[src/design/psc_cell.sv]
// One run buffer cell: holds a vertex and passes it to its neighbor on shift.
`timescale 1ns / 1ps
`default_nettype none
module psc_cell #(
    parameter int COORD_BITS = 14
) (
    input  wire logic                  clk,
    input  wire logic                  shift,
    input  wire logic [COORD_BITS-1:0] din_x,
    input  wire logic [COORD_BITS-1:0] din_y,
    output logic      [COORD_BITS-1:0] x,
    output logic      [COORD_BITS-1:0] y
);

    logic [COORD_BITS-1:0] x_reg;
    logic [COORD_BITS-1:0] y_reg;

    always_ff @(posedge clk)
    begin
        if (shift)
        begin
            x_reg <= din_x;
            y_reg <= din_y;
        end
    end

    assign x = x_reg;
    assign y = y_reg;

endmodule
`default_nettype wire

[config.mk]
export PLATFORM = sky130hd
export DESIGN_NAME = psc_cell
export DESIGN_NICKNAME = d
export VERILOG_FILES = /design/src/design/psc_cell.sv
export SDC_FILE = /design/constraint.sdc
export NUM_CORES = 1
export LEC_CHECK = 0
export BUFFER_PORTS_ARGS = -buffer_cell sky130_fd_sc_hd__buf_4
export CORE_MARGIN = 10
export CORE_UTILIZATION = 35
export DETAILED_ROUTE_END_ITERATION = 10
export PLACE_DENSITY = 0.7
export REMOVE_ABC_BUFFERS = 1
export SLEW_MARGIN = 20
export SYNTH_ARGS = -nofsm -noshare
export SYNTH_HDL_FRONTEND = slang
export SYNTH_SLANG_ARGS = --single-unit
[constraint.sdc]
create_clock -name clk -period 0.8 [get_ports clk]
set_input_delay 0.24 -clock clk [delete_from_list [all_inputs] [get_ports clk]]
set_output_delay 0.24 -clock clk [all_outputs]
set_load 0.005 [all_outputs]
==> impl_metrics.yaml, run 1 <==
timing:
  drv_slew: 0
  worst_pin_slew_ns: 0.137
  tns_ns: -7.88
  final.min_clock_period_ns: 1.12
  hold_viol: 0
  finalSetupViolCount: 28
  max_freq_mhz: 890
  finalCritPeriodShare_pct: 140
  slew_headroom_pct: 90.9
  rsz0062_at_grt: "true"
  hold_ws_ns: 0.0883
  worst_slack_ns: -0.324
min_path:
  hold_depth: 1
  hold_end: "x[7]"
  min_from: "din_x[7]"
  hold_path.class: "in2reg"
placed_design:
  gp_congestion: 0.668
  placed_cells: 115
  port_buffers: 57
  dp_slack_ns: -0.00624
floorplanning:
  io_pins: 58
  core_area_um2: 2250
  fp.dieW_um: 69.0
  die_h_um: 69.0
  initial_core_util_pct: 37.3
  num_rows: 17
  die_area_um2: 4760
finish:
  diodes: 0
  nMultiInputCombCells: 0
  nets: 122
  syn2layout_area_growth_pct: 67.0
  multiInputGateArea_um2: 0
  layout-drive-gt1-share_pct: 68.1
  instances_no_fill: 119
logic_synthesis:
  synthFlopType: "edfxtp_1"
  ys_seq_area_share_pct: 100
  synth_most_common_cell: "edfxtp_1"
  async_reset_ff_share_pct: 0
  yosysUniqueCellTypes: 1
  synth_top_area_share_pct: 100
  synth_top_cell_by_area: "edfxtp_1"
  synth_area_leaders: "edfxtp_1 (100%)"
  synth-edff-count: 28
  netlist_area_um2: 841
  ys_warn_count: 0
  yosys-top-cells-count: "edfxtp_1 (28)"
  avgSynthCellArea_um2: 30.0
  ys_ff_latch: 28
  netlist_instances: 28
setup_path:
  crit_fanout: 1
  crit_path_end_kind: "output port"
  path_cells: "buf_4"
  cp_num_buf_inv: 1
  slowest_stage: "edfxtp_1"
  cp-start-kind: "flop"
  max_stage_delay_ns: 0.42
  crit_required_ns: 0.56
  critPathArrivalTime_ns: 0.88
  cpLargestDelayFamily: "flip-flops"
  critPathKind: "reg2out"
outcome:
  status: "finished, violations left"
  violations: "negative setup slack"
cts:
  clockBufferDepth: 2
  cts.clk_slew.worst_paths_ns: 0.14
  holdBufCountCts: 0
  cts_tree: "done"
  cts_buffers: 3
  h-tree-depth: 1
  cts.sinks: 28
  cts-root-buf: "clkbuf_4"
drt:
  wl_per_cell_um: 16.7
  first_pass_iters: 4
  drc: 0
  via_per_inst: 4.24
  num_vias: 504
  drtAntennaViolNets: 0
  routed_wirelength_mm: 1.99
  drt_iter0_markers: 12
grt:
  grt_use_total_pct: 8.62
  grt_pass1_vias: 581
  antenna_found_initial: 0
  grt_max_degree: 18
  grt_overflow: 0
  grt_pass1_wl_mm: 3.15
job:
  drv_cap: 0
pwr:
  ir_drop_uv: 1480
  p_per_area_nw_per_um2: 1910
  leakage_nw: 0.593
## timing repair
action | in CTS | in global routing
setup endpoints to repair | 28 | 28
setup buffers | 0 | 0
cloned | 0 | 0
resized for setup | 1 | 8
## per-stage QoR
| stage | area [um2] | utilization (%) | total power, mW |
|---|---|---|---|
| after detailed placement | 1340 | 59.6 | 2.16 |
| after CTS | 1370 | 60.9 | 2.69 |
| final | 1400 | 62.3 | 2.68 |
| after floorplan | 841 | - | 1.82 |
| after global routing | 1400 | 62.3 | 2.85 |
| after global placement | 1340 | 59.6 | 2.15 |
## how the worst max path moves through the flow
stage	from	to	slack [ns]	cells after the start
finish	y[4]	y[4]	-0.32	1
global route	x[12]	x[12]	-0.39	1
CTS	y[4]	y[4]	-0.32	1
detailed placement	shift	x[0]	-0.006	2
global placement	shift	x[13]	-0.002	2
floorplan	x[0]	x[0]	0.20	0
## layout make-up
cell class              instances  area [um2]
clock buffers                   3        22.5
clock inverters                 1        3.75
fillers                       181         851
flip-flops and latches         28         841
well taps                      28        35.0
repair buffers                 59         502
## layer usage
metal	vias to the layer above	wire length (um)	global-route usage, %
met4	0	36	4.88
met3	4	174	3.71
met1	229	710	9.18
met2	30	1070	13.9
met5	-	0	0
li1	241	-	-
## power breakdown
part / leakage [nW] / total [mW] / internal [mW] / switching, mW
clock network: 0.0154 / 0.541 / 0.182 / 0.359
registers: 0.274 / 1.78 / 1.74 / 0.0368
logic: 0.304 / 0.364 / 0.254 / 0.110
## cells in the final DEF (no fill, tap or decap), drive strengths merged
cell type / Yosys / routed
edfxtp: 28 / 28
buf: 0 / 59
clkinv: 0 / 1
clkbuf: 0 / 3
## cell families after synthesis
group,Yosys count,share of synthesized area [%]
flip-flops,28,100
No activity file was read; power rests on OpenSTA's default activity.
==> inputs of run 2 (changes only) <==
CORE_MARGIN = 5   (was 10)
==> run 2 against run 1 <==
  * The run still ends with negative setup slack left
  * Hold slack better by 0.020 ns
  * Setup slack better by 0.047 ns
  * Sequential share of layout area is 1.3 points higher
  * Die area is 27% lower
  * Total power is 2.6% lower
  * Clock-buffer cell count stayed put
  * Combinational power is 6.3% lower
  * Cell count is 0.84% lower
  * First-iteration DRC count is 58% lower
==> impl_metrics.yaml, run 2 (synthesis gave the netlist of run 1 again) <==
placed_design:
  placed_cells: 115
  port_buffers: 57
  dp_slack_ns: -0.00219
  place_hpwl_mm: 1.38
  gp_congestion: 0.670
timing:
  rsz0062_at_grt: "true"
  final.min_clock_period_ns: 1.08
  worst_pin_slew_ns: 0.124
  slew_headroom_pct: 91.8
  max_freq_mhz: 928
  worst_slack_ns: -0.277
  drv_slew: 0
  tns_ns: -7.26
  finalCritPeriodShare_pct: 135
  hold_ws_ns: 0.109
  finalSetupViolCount: 28
  hold_viol: 0
setup_path:
  slowest_stage: "edfxtp_1"
  crit_fanout: 1
  critical_path.startpoint: "y[11]"
  crit_path_end_kind: "output port"
  cp.depth: 1
  crit_end: "y[11]"
  path_cells: "buf_6"
  cp-start-kind: "flop"
  crit_required_ns: 0.56
  cp_num_buf_inv: 1
  critPathArrivalTime_ns: 0.84
  cpLargestDelayFamily: "flip-flops"
  max_stage_delay_ns: 0.41
  critPathKind: "reg2out"
cts:
  cts-root-buf: "clkbuf_4"
  cts_setup_buffers: 0
  cts_buffers: 3
  clockBufferDepth: 2
  cts.clk_slew.worst_paths_ns: 0.12
  cts.sinks: 28
  cts_tree: "done"
  h-tree-depth: 1
pwr:
  power.share.sequential_pct: 67.8
  p_clk_share_pct: 19.2
  p_total_mw: 2.61
  p_per_area_nw_per_um2: 1900
  ir_drop_uv: 1020
  swShare_pct: 17.6
  p_comb_share_pct: 13.1
  leakage_nw: 0.583
  cell_internal_pwr_mw: 2.15
  p_sw_mw: 0.460
grt:
  grt_use_total_pct: 9.26
  grt_max_degree: 17
  grt_pass1_vias: 544
  grt_overflow: 0
  grt_pass1_wl_mm: 2.40
  antenna_found_initial: 0
floorplanning:
  die_area_um2: 3480
  die_h_um: 59.0
  initial_core_util_pct: 37.3
  io_pins: 58
  fp.dieW_um: 59.0
  num_rows: 17
  core_area_um2: 2250
min_path:
  hold_path.class: "in2reg"
  hold_depth: 1
finish:
  final_cell_mix: "buf_4 (55), edfxtp_1 (28), clkbuf_4 (3), buf_6 (2), buf_12 (2)"
  nets: 122
  instances_no_fill: 118
  syn2layout_area_growth_pct: 63.4
  multiInputGateArea_um2: 0
  layout_commonest_cell: "buf_4"
  diodes: 0
  nMultiInputCombCells: 0
  layout-drive-gt1-share_pct: 68.9
drt:
  dr.max_layer_used: "met3"
  via_per_inst: 4.14
  route.met2.wl_um: 940
  met1_length_um: 460
  num_vias: 488
  drtAntennaViolNets: 0
  wl_per_cell_um: 13.6
  routed_wirelength_mm: 1.60
  dr_wl_met3_um: 199
  first_pass_iters: 2
  drt_iter0_markers: 5
  drc: 0
job:
  drv_cap: 0
outcome:
  status: "finished, violations left"
  violations: "negative setup slack"
==> run 2: cell types whose count changed in the layout (fill, tap and decap cells not counted), sizes merged <==
cell    change
clkinv      -1
==> run 2: repair_timing <==
action / CTS / global route
setup endpoints to repair: 28 / 28
hold buffers: 0 / 0
resized for setup: 0 / 2
==> run 2: worst min-delay path by stage <==
stage	endpoint	slack [ns]	start
finish	y[8]	0.11	din_y[8]
global route	y[12]	0.07	din_y[12]
CTS	x[1]	0.09	din_x[1]
detailed placement	x[1]	0.42	din_x[1]
global placement	x[4]	0.42	din_x[4]
floorplan	x[0]	0.34	din_x[0]
==> run 2: per-layer routing <==
layer / track usage (%) / vias to the layer above
met4: 1.94 / 0
met5: 0 / -
met2: 18.6 / 28
met3: 3.27 / 0
met1: 8.79 / 222
li1: - / 238
==> run 2: power groups by stage <==
stage | clock [mW] | sequential (mW) | combinational, mW
CTS | 0.535 | 1.77 | 0.346
finish | 0.501 | 1.77 | 0.341
global route | 0.609 | 1.78 | 0.362
floorplan | 0 | 1.82 | 0
detailed placement | 0 | 1.81 | 0.346
global placement | 0 | 1.80 | 0.338
==> run 2: cell type report <==
type / count / area, um2
clock buffers: 3 / 22.5
fillers: 187 / 881
flip-flops and latches: 28 / 841
well taps: 28 / 35.0
repair buffers: 59 / 475
==> run 2: per-stage QoR <==
stage	utilization, %	area, um2
floorplan	-	841
global placement	59.6	1340
detailed placement	59.6	1340
CTS	60.6	1370
global route	60.9	1370
finish	60.9	1370
